[src/hdl/sou_pkg.sv]
// Shared types, constants and a lookup function for the symmetry operator unit.
`timescale 1ns / 1ps

package sou_pkg;

	// Default lattice denominator for translations
	localparam int DENOM_DEFAULT = 24;

	// Field widths
	localparam int ROT_W   = 18;
	localparam int TRANS_W = 15;
	localparam int COMP_W  = 5;
	localparam int ORDER_W = 4;

	// Action codes (code 3 is unused and yields an all-zero result)
	typedef enum logic [1:0] {
		ACT_COMPOSE = 2'd0,
		ACT_COMPARE = 2'd1,
		ACT_AXIS    = 2'd2
	} sou_action_t;

	// Status codes
	localparam logic [1:0] STAT_OK           = 2'd0;
	localparam logic [1:0] STAT_AXIS_INVALID = 2'd1;
	localparam logic [1:0] STAT_SATURATED    = 2'd2;

	// Input beat
	typedef struct packed {
		logic [1:0]         action;
		logic [ROT_W-1:0]   a_rot;
		logic [TRANS_W-1:0] a_trans;
		logic [ROT_W-1:0]   b_rot;
		logic [TRANS_W-1:0] b_trans;
	} sou_in_t;

	// Result beat
	typedef struct packed {
		logic [ROT_W-1:0]          res_rot;
		logic [TRANS_W-1:0]        res_trans;
		logic signed [ORDER_W-1:0] axis_order;
		logic                      is_equal;
		logic [1:0]                status;
	} sou_out_t;

	// Signed rotation order from determinant and trace; zero if no such rotation
	function automatic logic signed [ORDER_W-1:0] axis_lookup(
		input logic signed [7:0] det,
		input logic signed [3:0] tr
	);
		logic signed [ORDER_W-1:0] ord;
		ord = '0;
		if (det == 8'sd1) begin
			case (tr)
				-4'sd1:  ord = 4'sd2;
				4'sd0:   ord = 4'sd3;
				4'sd1:   ord = 4'sd4;
				4'sd2:   ord = 4'sd6;
				4'sd3:   ord = 4'sd1;
				default: ord = '0;
			endcase
		end else if (det == -8'sd1) begin
			case (tr)
				-4'sd3:  ord = -4'sd1;
				-4'sd2:  ord = -4'sd6;
				-4'sd1:  ord = -4'sd4;
				4'sd0:   ord = -4'sd3;
				4'sd1:   ord = -4'sd2;
				default: ord = '0;
			endcase
		end
		return ord;
	endfunction

endpackage

[src/hdl/sou_mod_reduce.sv]
// Reduces a small signed value into 0..DENOM-1 by reciprocal multiply and one correction.
`timescale 1ns / 1ps

module sou_mod_reduce #(
	parameter int DENOM = sou_pkg::DENOM_DEFAULT
) (
	input  logic signed [8:0]              val,
	output logic [sou_pkg::COMP_W-1:0]     rem
);
	import sou_pkg::*;

	// Offset is a multiple of DENOM that lifts the most negative input to zero or above
	localparam int NEG_SPAN = 186;
	localparam int OFFSET   = ((NEG_SPAN + DENOM - 1) / DENOM) * DENOM;
	localparam int RECIP    = (1 << 16) / DENOM;

	logic [9:0]  u;
	logic [25:0] prod;
	logic [9:0]  quo;
	logic [9:0]  qd;
	logic [9:0]  r;
	logic [9:0]  rr;

	// Biased value, never negative and below 1024
	assign u = {val[8], val} + 10'(OFFSET);

	// Quotient estimate is exact or one short
	assign prod = 26'(u) * 26'(RECIP);
	assign quo  = prod[25:16];
	assign qd   = 10'(15'(quo) * 15'(DENOM));
	assign r    = u - qd;

	// One conditional subtract finishes the reduction
	assign rr  = (r >= 10'(DENOM)) ? r - 10'(DENOM) : r;
	assign rem = rr[COMP_W-1:0];

endmodule

[src/hdl/sou_core.sv]
// Single-pass datapath: compose, compare and axis order classification.
`timescale 1ns / 1ps

module sou_core #(
	parameter int DENOM = sou_pkg::DENOM_DEFAULT
) (
	input  sou_pkg::sou_in_t  op,
	output sou_pkg::sou_out_t res
);
	import sou_pkg::*;

	logic signed [1:0]        ra [9];
	logic signed [1:0]        rb [9];
	logic [COMP_W-1:0]        ta [3];
	logic [COMP_W-1:0]        tb [3];
	logic signed [4:0]        prod_sum [9];
	logic [1:0]               sat_code [9];
	logic [8:0]               sat_flag;
	logic signed [8:0]        tsum [3];
	logic signed [8:0]        red_in [3];
	logic [COMP_W-1:0]        red_out [3];
	logic signed [7:0]        det;
	logic signed [3:0]        tr;
	logic signed [ORDER_W-1:0] order;
	logic                     rot_match;
	logic                     trans_match;

	// Unpack entries and components
	always_comb begin
		for (int k = 0; k < 9; k++) begin
			ra[k] = op.a_rot[2*k +: 2];
			rb[k] = op.b_rot[2*k +: 2];
		end
		for (int i = 0; i < 3; i++) begin
			ta[i] = op.a_trans[COMP_W*i +: COMP_W];
			tb[i] = op.b_trans[COMP_W*i +: COMP_W];
		end
	end

	// Rotation product with saturation to -1..1
	always_comb begin
		for (int i = 0; i < 3; i++) begin
			for (int j = 0; j < 3; j++) begin
				prod_sum[i*3+j] = 5'(ra[i*3+0]) * 5'(rb[0*3+j])
					+ 5'(ra[i*3+1]) * 5'(rb[1*3+j])
					+ 5'(ra[i*3+2]) * 5'(rb[2*3+j]);
				if (prod_sum[i*3+j] > 5'sd1) begin
					sat_code[i*3+j] = 2'b01;
					sat_flag[i*3+j] = 1'b1;
				end else if (prod_sum[i*3+j] < -5'sd1) begin
					sat_code[i*3+j] = 2'b11;
					sat_flag[i*3+j] = 1'b1;
				end else begin
					sat_code[i*3+j] = prod_sum[i*3+j][1:0];
					sat_flag[i*3+j] = 1'b0;
				end
			end
		end
	end

	// Translation Ra*tb + ta, unreduced; unsaturated Ra is used
	always_comb begin
		for (int i = 0; i < 3; i++) begin
			tsum[i] = $signed({4'b0, ta[i]})
				+ 9'(ra[i*3+0]) * $signed({4'b0, tb[0]})
				+ 9'(ra[i*3+1]) * $signed({4'b0, tb[1]})
				+ 9'(ra[i*3+2]) * $signed({4'b0, tb[2]});
		end
	end

	// Reducers are shared: compose feeds the sums, compare feeds ta - tb
	always_comb begin
		for (int i = 0; i < 3; i++) begin
			if (op.action == ACT_COMPARE)
				red_in[i] = $signed({4'b0, ta[i]}) - $signed({4'b0, tb[i]});
			else
				red_in[i] = tsum[i];
		end
	end

	for (genvar g = 0; g < 3; g++) begin : g_red
		sou_mod_reduce #(
			.DENOM(DENOM)
		) u_red (
			.val(red_in[g]),
			.rem(red_out[g])
		);
	end

	// Determinant and trace of Ra
	always_comb begin
		det = 8'(ra[0]) * (8'(ra[4]) * 8'(ra[8]) - 8'(ra[5]) * 8'(ra[7]))
			- 8'(ra[1]) * (8'(ra[3]) * 8'(ra[8]) - 8'(ra[5]) * 8'(ra[6]))
			+ 8'(ra[2]) * (8'(ra[3]) * 8'(ra[7]) - 8'(ra[4]) * 8'(ra[6]));
		tr = 4'(ra[0]) + 4'(ra[4]) + 4'(ra[8]);
	end

	assign order       = axis_lookup(det, tr);
	assign rot_match   = (op.a_rot == op.b_rot);
	assign trans_match = (red_out[0] == '0) && (red_out[1] == '0) && (red_out[2] == '0);

	// Result select by action
	always_comb begin
		res = '0;
		unique case (op.action)
			ACT_COMPOSE: begin
				for (int k = 0; k < 9; k++)
					res.res_rot[2*k +: 2] = sat_code[k];
				for (int i = 0; i < 3; i++)
					res.res_trans[COMP_W*i +: COMP_W] = red_out[i];
				res.status = (|sat_flag) ? STAT_SATURATED : STAT_OK;
			end
			ACT_COMPARE: begin
				res.is_equal = rot_match && trans_match;
			end
			ACT_AXIS: begin
				res.axis_order = order;
				res.status     = (order == '0) ? STAT_AXIS_INVALID : STAT_OK;
			end
			default: res = '0;
		endcase
	end

endmodule

[src/hdl/symmetry_operator_unit.sv]
// Top level: input register, single-pass datapath, result register with handshakes.
`timescale 1ns / 1ps

// Symmetry operator unit. Each op beat carries two Seitz operators and an action
// (compose, compare, or axis order of A); each op beat yields exactly one res beat.
// Throughput is one beat per cycle while results drain; each beat is registered in the
// input register and the result register around one combinational pass. A stalled result
// holds the result register and, once the input register is also full, op_ready drops.
// DENOM sets the translation period (2..31); components are 5-bit fields.
module symmetry_operator_unit #(
	parameter int DENOM = sou_pkg::DENOM_DEFAULT
) (
	input  logic              clk,
	input  logic              arst_n,
	input  logic              op_valid,
	output logic              op_ready,
	input  sou_pkg::sou_in_t  op,
	output logic              res_valid,
	input  logic              res_ready,
	output sou_pkg::sou_out_t res
);
	import sou_pkg::*;

	sou_in_t  op_s1;
	logic     valid_s1;
	sou_out_t core_res;
	sou_out_t res_q;
	logic     res_valid_q;
	logic     adv;

	// Result register may load when empty or being drained
	assign adv      = !res_valid_q || res_ready;
	assign op_ready = !valid_s1 || adv;

	// Input stage control
	always_ff @(posedge clk or negedge arst_n) begin
		if (!arst_n) begin
			valid_s1 <= 1'b0;
		end else if (op_ready) begin
			valid_s1 <= op_valid;
		end
	end

	// Input stage payload
	always_ff @(posedge clk) begin
		if (op_valid && op_ready) begin
			op_s1 <= op;
		end
	end

	sou_core #(
		.DENOM(DENOM)
	) u_core (
		.op (op_s1),
		.res(core_res)
	);

	// Result stage control
	always_ff @(posedge clk or negedge arst_n) begin
		if (!arst_n) begin
			res_valid_q <= 1'b0;
		end else if (adv) begin
			res_valid_q <= valid_s1;
		end
	end

	// Result stage payload
	always_ff @(posedge clk) begin
		if (adv && valid_s1) begin
			res_q <= core_res;
		end
	end

	assign res_valid = res_valid_q;
	assign res       = res_q;

	// An accepted beat lands in the input stage
	a_accept_lands: assert property (@(posedge clk) disable iff (!arst_n)
		op_valid && op_ready |=> valid_s1)
		else $error("accepted beat missing from input stage");

	// A full input stage is not dropped while the result stage stalls
	a_stall_holds: assert property (@(posedge clk) disable iff (!arst_n)
		valid_s1 && !adv |=> valid_s1 && $stable(op_s1))
		else $error("input stage lost during stall");

	// Equality is reported only with an otherwise empty, clean result
	a_equal_clean: assert property (@(posedge clk) disable iff (!arst_n)
		res_valid_q && res_q.is_equal |->
			res_q.res_rot == '0 && res_q.status == STAT_OK && res_q.axis_order == '0)
		else $error("compare result carries other fields");

	// Saturation comes from compose only, so no axis order or equality with it
	a_sat_compose: assert property (@(posedge clk) disable iff (!arst_n)
		res_valid_q && res_q.status == STAT_SATURATED |->
			res_q.axis_order == '0 && !res_q.is_equal)
		else $error("saturation status outside compose");

endmodule

[config.mk]
export PLATFORM = sky130hd
export DESIGN_NAME = symmetry_operator_unit
export DESIGN_NICKNAME = d
export VERILOG_FILES = /design/src/hdl/sou_pkg.sv /design/src/hdl/sou_mod_reduce.sv /design/src/hdl/sou_core.sv /design/src/hdl/symmetry_operator_unit.sv
export SDC_FILE = /design/constraint.sdc
export NUM_CORES = 1
export LEC_CHECK = 0
export ABC_AREA = 1
export BUFFER_PORTS_ARGS = -buffer_cell sky130_fd_sc_hd__buf_4
export CORE_UTILIZATION = 40
export CTS_CLUSTER_SIZE = 24
export DETAILED_ROUTE_END_ITERATION = 8
export PLACE_DENSITY = 0.66
export SYNTH_ARGS = -nofsm -noshare
export SYNTH_HDL_FRONTEND = slang
export SYNTH_SLANG_ARGS = --single-unit
[constraint.sdc]
create_clock -name clk -period 24.1 [get_ports clk]
set_input_delay 3.615 -clock clk [delete_from_list [all_inputs] [get_ports clk]]
set_output_delay 3.615 -clock clk [all_outputs]
set_load 0.02 [all_outputs]
; ---- After elaboration in Yosys (flattened, before gate mapping)
; Cells that the tools add are included.
[word_totals]
mem_bits_rw = 0
latchBits = 0
rom_bits = 0
n_memories = 0
wordCells = 225
register_bits = 110
[op_classes]
n_bitwise = 1
div = 0
n_lt_le_gt_ge = 21
muxes = 49
n_addsub = 46
reduce_logical = 25
n_eq_ne = 11
n_mul = 51
shifts = 0
[op_table]
columns = op, count
row1 = $mul A2 B2 Y4, 33
row2 = $add A5 B5 Y5, 18
row3 = $mul A2 B6 Y8, 9
row4 = $mul A10 B11 Y21 const B, 3
row5 = $add A9 B9 Y9, 6
row6 = $gt A5 B2 Y1 const B, 9
row7 = $lt A5 B1 Y1 const B, 9
row8 = $sub A8 B8 Y8, 4
row9 = $add A9 B9 Y10 const B, 3
row10 = $ge A10 B5 Y1 const B, 3
row11 = $sub A10 B10 Y10, 3
row12 = $mux W1, 28
row13 = $add A6 B9 Y9, 3
row14 = $mux W9, 3
row15 = $mul A2 B8 Y8, 3
row16 = $mul A6 B2 Y7 const B, 3
row17 = $mux W2, 10
row18 = $pmux W4 S5, 1
row19 = $eq A18 B18 Y1, 1
row20 = $reduce_or A2 Y1, 9
row21 = $sub A5 B5 Y6, 3
row22 = $logic_not A5 Y1, 3
row23 = $mux W5, 3
row24 = $pmux W3 S5, 1
row25 = other kinds (20), 33

; ---- Depth between registers and ports, before layout
[logic_depth]
depth_word = 15
mapped_depth = 67
depth_no_buf = 67

; ---- By module
; Synthesis repeated with hierarchy kept, for this count alone.
[hier_totals]
hier_cells = 2760
area_unflattened_um2 = 23060.9
[modules_own_cells]
columns = mod, area_each_um2, seq_area_each_um2, cells_per_inst, instances
row1 = sou_core, 13103.8, 0.0, 1761, 1
row2 = sou_mod_reduce (u_core.g_red[0].u_red ...), 2193.4, 0.0, 289, 2
row3 = symmetry_operator_unit, 3338.2, 3293.2, 120, 1
row4 = sou_mod_reduce (u_core.g_red[2].u_red), 2232.1, 0.0, 301, 1

; ---- Worst setup path after synthesis
; Ideal clock, no wire load.
[synth_timing]
path_kind = register to register
from = register op_s1[65] (netlist bit)
to = register res_q, in the netlist res[2] (data pin)
n_path_buf = 0
setup_slack_ns = 13.537
path_stages_with_launch = 58
setup_ns = 0.251
t_arrival_ns = 10.312
synth_period_minus_slack_ns = 10.563
path_cell_list = edfxtp_1 clkinv_1 fa_1 inv_1 ha_1 inv_1 fa_1 xnor2_1 fa_1 inv_1 fa_1 inv_1 ha_1 nand2_1 nor2_1 nand2_1 nand3_1 nand2_1 [22 not listed] a21oi_1 o21ai_0 xnor2_1 ha_1 nand2_1 or2_2 nand3b_1 nand2_1 nand2_1 inv_1 nand3_1 nand3_1 nand3_1 nand2_1 nand2_1 nor2_1 nand2_1 nor2_1
[synth_between]
elab_chain_len = 12
word_cells_on_any_way = 14
classes_between = add/sub: 4 / mul: 3 / order compare: 1 / eq/ne: 1 / mux: 2 / reduce/logical: 3
[synth_lines]
columns = element, line_no
row1 = "start, declared", symmetry_operator_unit.sv:24  ; sou_in_t op_s1;
row2 = "start signal, assigned", symmetry_operator_unit.sv:47  ; op_s1 <= op;
row3 = $mul A2 B6 Y8, sou_core.sv:67  ; + 9'(ra[i*3+2]) * $signed({4'b0, tb[2]});
row4 = $add A9 B9 Y9, sou_core.sv:67
row5 = $mux W9, sou_core.sv:74  ; if (op.action == ACT_COMPARE)
row6 = $add A9 B9 Y10, sou_mod_reduce.sv:25  ; assign u = {val[8], val} + 10'(OFFSET);
row7 = $mul A10 B11 Y21, sou_mod_reduce.sv:28  ; assign prod = 26'(u) * 26'(RECIP);
row8 = $mul A6 B2 Y7, sou_mod_reduce.sv:30  ; assign qd = 10'(15'(quo) * 15'(DENOM));
row9 = $sub A10 B10 Y10, sou_mod_reduce.sv:31  ; assign r = u - qd;
row10 = $ge A10 B5 Y1 or $sub A5 B5 Y5 (tied branches), sou_mod_reduce.sv:34  ; assign rr = (r >= 10'(DENOM)) ? r - 10'(DENOM) : r;
row11 = $mux W5, sou_mod_reduce.sv:34
row12 = $logic_not A5 Y1, sou_core.sv:100  ; assign trans_match = (red_out[0] == '0) && (red_out[1] == '0) && (red_out[2] == '0);
row13 = $logic_and A1 B1 Y1, sou_core.sv:100
row14 = $logic_and A1 B1 Y1 (*), sou_core.sv:114  ; res.is_equal = rot_match && trans_match;
row15 = "end signal, assigned", symmetry_operator_unit.sv:70  ; res_q <= core_res;
row16 = "end, declared", symmetry_operator_unit.sv:27  ; sou_out_t res_q;
; Mark *: on every way between the ends. The rest lies on a longest branch, timed or not.
; A chain may end at the register's enable or synchronous reset.

; ---- Worst setup path in the final report
[layout_timing]
from = register op_s1[63] (netlist bit)
to = register res_q, in the netlist res[2] (data pin)
[layout_between]
elab_chain_len = 13
word_cells_on_any_way = 15
classes_between = add/sub: 5 / mul: 3 / order compare: 1 / eq/ne: 1 / mux: 2 / reduce/logical: 3
[layout_lines]
columns = element, line_no
row1 = $mul A2 B6 Y8, sou_core.sv:66  ; + 9'(ra[i*3+1]) * $signed({4'b0, tb[1]})
row2 = $add A9 B9 Y9, sou_core.sv:66
row3 = $add A9 B9 Y9, sou_core.sv:67
row4 = $mux W9, sou_core.sv:74
row5 = $add A9 B9 Y10, sou_mod_reduce.sv:25
row6 = $mul A10 B11 Y21, sou_mod_reduce.sv:28
row7 = $mul A6 B2 Y7, sou_mod_reduce.sv:30
row8 = $sub A10 B10 Y10, sou_mod_reduce.sv:31
row9 = $ge A10 B5 Y1 or $sub A5 B5 Y5 (tied branches), sou_mod_reduce.sv:34
row10 = $mux W5, sou_mod_reduce.sv:34
row11 = $logic_not A5 Y1, sou_core.sv:100
row12 = $logic_and A1 B1 Y1, sou_core.sv:100
row13 = $logic_and A1 B1 Y1 (*), sou_core.sv:114
; Marked as above.

==> out/metrics.cfg <==
[run_status]
status = completed

[clock_tree]
root_buffer = clkbuf_16
clock_sinks = 110
cts_buffer_depth = 2
clkTransAtPathRegs_ps = 100
ctsHtreeMaxLevel = 3
cts_buffers = 9
post_cts_buffers = 0
clock_insertion_delay_worst_skew_ps = 420
postCtsResizedCells = 0
ctsHoldBuffers = 0
cts_tree = built

[critical_path]
crit_path_frequent_cell = nand2_1
r2r_slack_ps = 12150
critPathSlowestCell = edfxtp_1
critical-path-top-delay-family = adder cells
cp_max_fo = 12
worstSetupEndpointType = flip-flop
path_class = flip-flop to flip-flop
path_buf_inv = 11
critPathLaunchType = flip-flop
cp.arrival_ps = 12220
max_stage_delay_ps = 720
critical_path_required_ps = 24380

[synth]
netlist_area_um2 = 22050
syn_nets = 3428
synth_area_leader_cell = ha_1
synth_area_leaders = ha_1 (23%), fa_1 (22%), edfxtp_1 (15%)
ys_ff_latch = 110
post_synth.cell_area_avg_um2 = 8.145
yosys.cell_types.count = 45
yosysTopAreaCellShare_pct = 23.38
synth_flop_cell = edfxtp_1
syn_inst = 2707
synth_edf_count = 108
synth.yosys.seq_area_share_pct = 14.94
synthArstFlopShare_pct = 1.818
ys_warn_count = 0

[timing]
tightest_slew_ps = 1038
fmax_ghz = 0.08370
fin_crit_sh_pct = 49.58
period_minus_slack_ps = 11950
maxSlewViolCount = 0
maxSlewHeadroom_pct = 30.80
hold_viol = 0
rsz0062_at_grt = false
setup_viol = 0
setup-tns-final_ps = 0
final.setup_skew_ps = 17.20

[grt]
grt_pass1_wl_mm = 88.91
grt_max_degree = 69
grt-ovfl-total = 0
grt_usage_pct = 20.23
antenna_found_initial = 1
grt_pass1_vias = 17330

[die]
pin_count = 114
dieArea_um2 = 56060
dieHeight_um = 236.8
core_area_um2 = 54130
rows = 85
die_w_um = 236.8
start_util_pct = 40.73

[final_layout]
diodes = 0
layout_commonest_cell = inv_1
layout_common_cells = inv_1 (598), nand2_1 (571), ha_1 (412), fa_1 (237), nor2_1 (161)
final_nets = 3528
drive_above_1_share_pct = 5.974
final_cells = 3508
areaGrowthSynthToFinish_pct = 9.001

[placement]
dpl.cell_count = 3492
hpwl_mm = 44.75
gp_congestion = 0.8976
io_buffers = 113

[drt]
totalWireLength_mm = 53.95
wl_per_cell_um = 15.38
drtIter0Drc = 857
via_per_inst = 4.927
dr_total_vias = 17280
antenna_left = 0
drt_first_pass_iters = 5
drc = 0

[min_path]
min_path_type = flip-flop to flip-flop

[job]
cap_violations = 0

metrics by stage:
| stage | worst slack, ps | hold slack [ps] | util, % | instance area (um^2) |
|---|---|---|---|---|
| after floorplan | 13540 | 447.1 | - | 22050 |
| after global placement | 12390 | 495.9 | 43.79 | 23710 |
| after detailed placement | 12140 | 516.4 | 43.79 | 23710 |
| after CTS | 12110 | 536.7 | 44.39 | 24030 |
| after global routing | 11070 | 567.1 | 44.39 | 24030 |
| final | 12150 | 525.4 | 44.39 | 24030 |
logic make-up after synthesis:
| logic type | Yosys count | share of synthesized area (%) |
|---|---|---|
| buffers and inverters | 642 | 10.99 |
| xor gates and xnor gates | 145 | 5.760 |
| AOI/OAI and AO/OA | 246 | 6.169 |
| adders and majority gates | 649 | 44.90 |
| and+or+nand+nor | 915 | 17.24 |
| DFF | 110 | 14.94 |
state kept, by name, summed over array words and instances (netlist names):
name / flops
res: 40
valid_s1: 1
op_s1: 68
res_valid: 1
path summary, 6_finish.rpt:
| kind | startpoint | end | cells past startpoint |
|---|---|---|---|
| hold reg to reg | valid_s1$_DFFE_PN0N_ | res_valid$_DFFE_PN0P_ | 2 |
| setup reg to reg | op_s1[63]$_DFFE_PP_ | res[2]$_SDFFCE_PN0P_ | 56 |
| min in group asynchronous | arst_n | valid_s1$_DFFE_PN0N_ | 1 |
| hold / removal | valid_s1$_DFFE_PN0N_ | res_valid$_DFFE_PN0P_ | 2 |
| setup / recovery | op_s1[63]$_DFFE_PP_ | res[2]$_SDFFCE_PN0P_ | 56 |
| max in group asynchronous | arst_n | res_valid$_DFFE_PN0P_ | 1 |
worst min-delay path, cell delays in order (launching register included):
cell and delay [ps]:
dfrtp_1 350, inv_1 70, nand2_1 70
synthesized netlist by cell type (2+ instances only):
master and number:
a211oi_1 8, a21o_1 9, a21oi_1 116, a221oi_1 2, a31oi_1 7, and2_1 7, buf_1 7, buf_2 2
buf_4 3, clkbuf_1 20, clkinv_1 4, dfrtp_1 2, edfxtp_1 108, fa_1 237, ha_1 412, inv_1 599
inv_2 7, nand2_1 571, nand2_2 8, nand3_1 87, nand3_2 4, nand3b_1 7, nand4_1 32, nor2_1 161
nor2_4 2, nor3_1 16, nor3b_1 3, nor4_1 9, o2111ai_1 3, o211ai_1 2, o21a_1 4, o21ai_0 76
o21bai_1 8, o22ai_1 5, or2_2 6, xnor2_1 67, xor2_1 78
routing by layer:
layer  vias to the layer above  routed length, um  GRT usage [%]
met5                         -                  9              0
met4                         2               1546          6.316
met3                        89               2804          3.078
met2                       387              24910          33.78
met1                      8089              24680          26.86
li1                       8717                  -              -
area by class of cell:
class,instances,area [um^2]
inverters,610,2291
repair buffers,121,908.4
well taps,696,870.8
clock inverters,7,101.3
clock buffers,9,225.2
fillers,5324,30100
multi-input cells,1955,16340
flip-flops and latches,110,3293
Power is not shown: default switching activity piles up to over one toggle a cycle in this logic, so the estimate is an artifact.
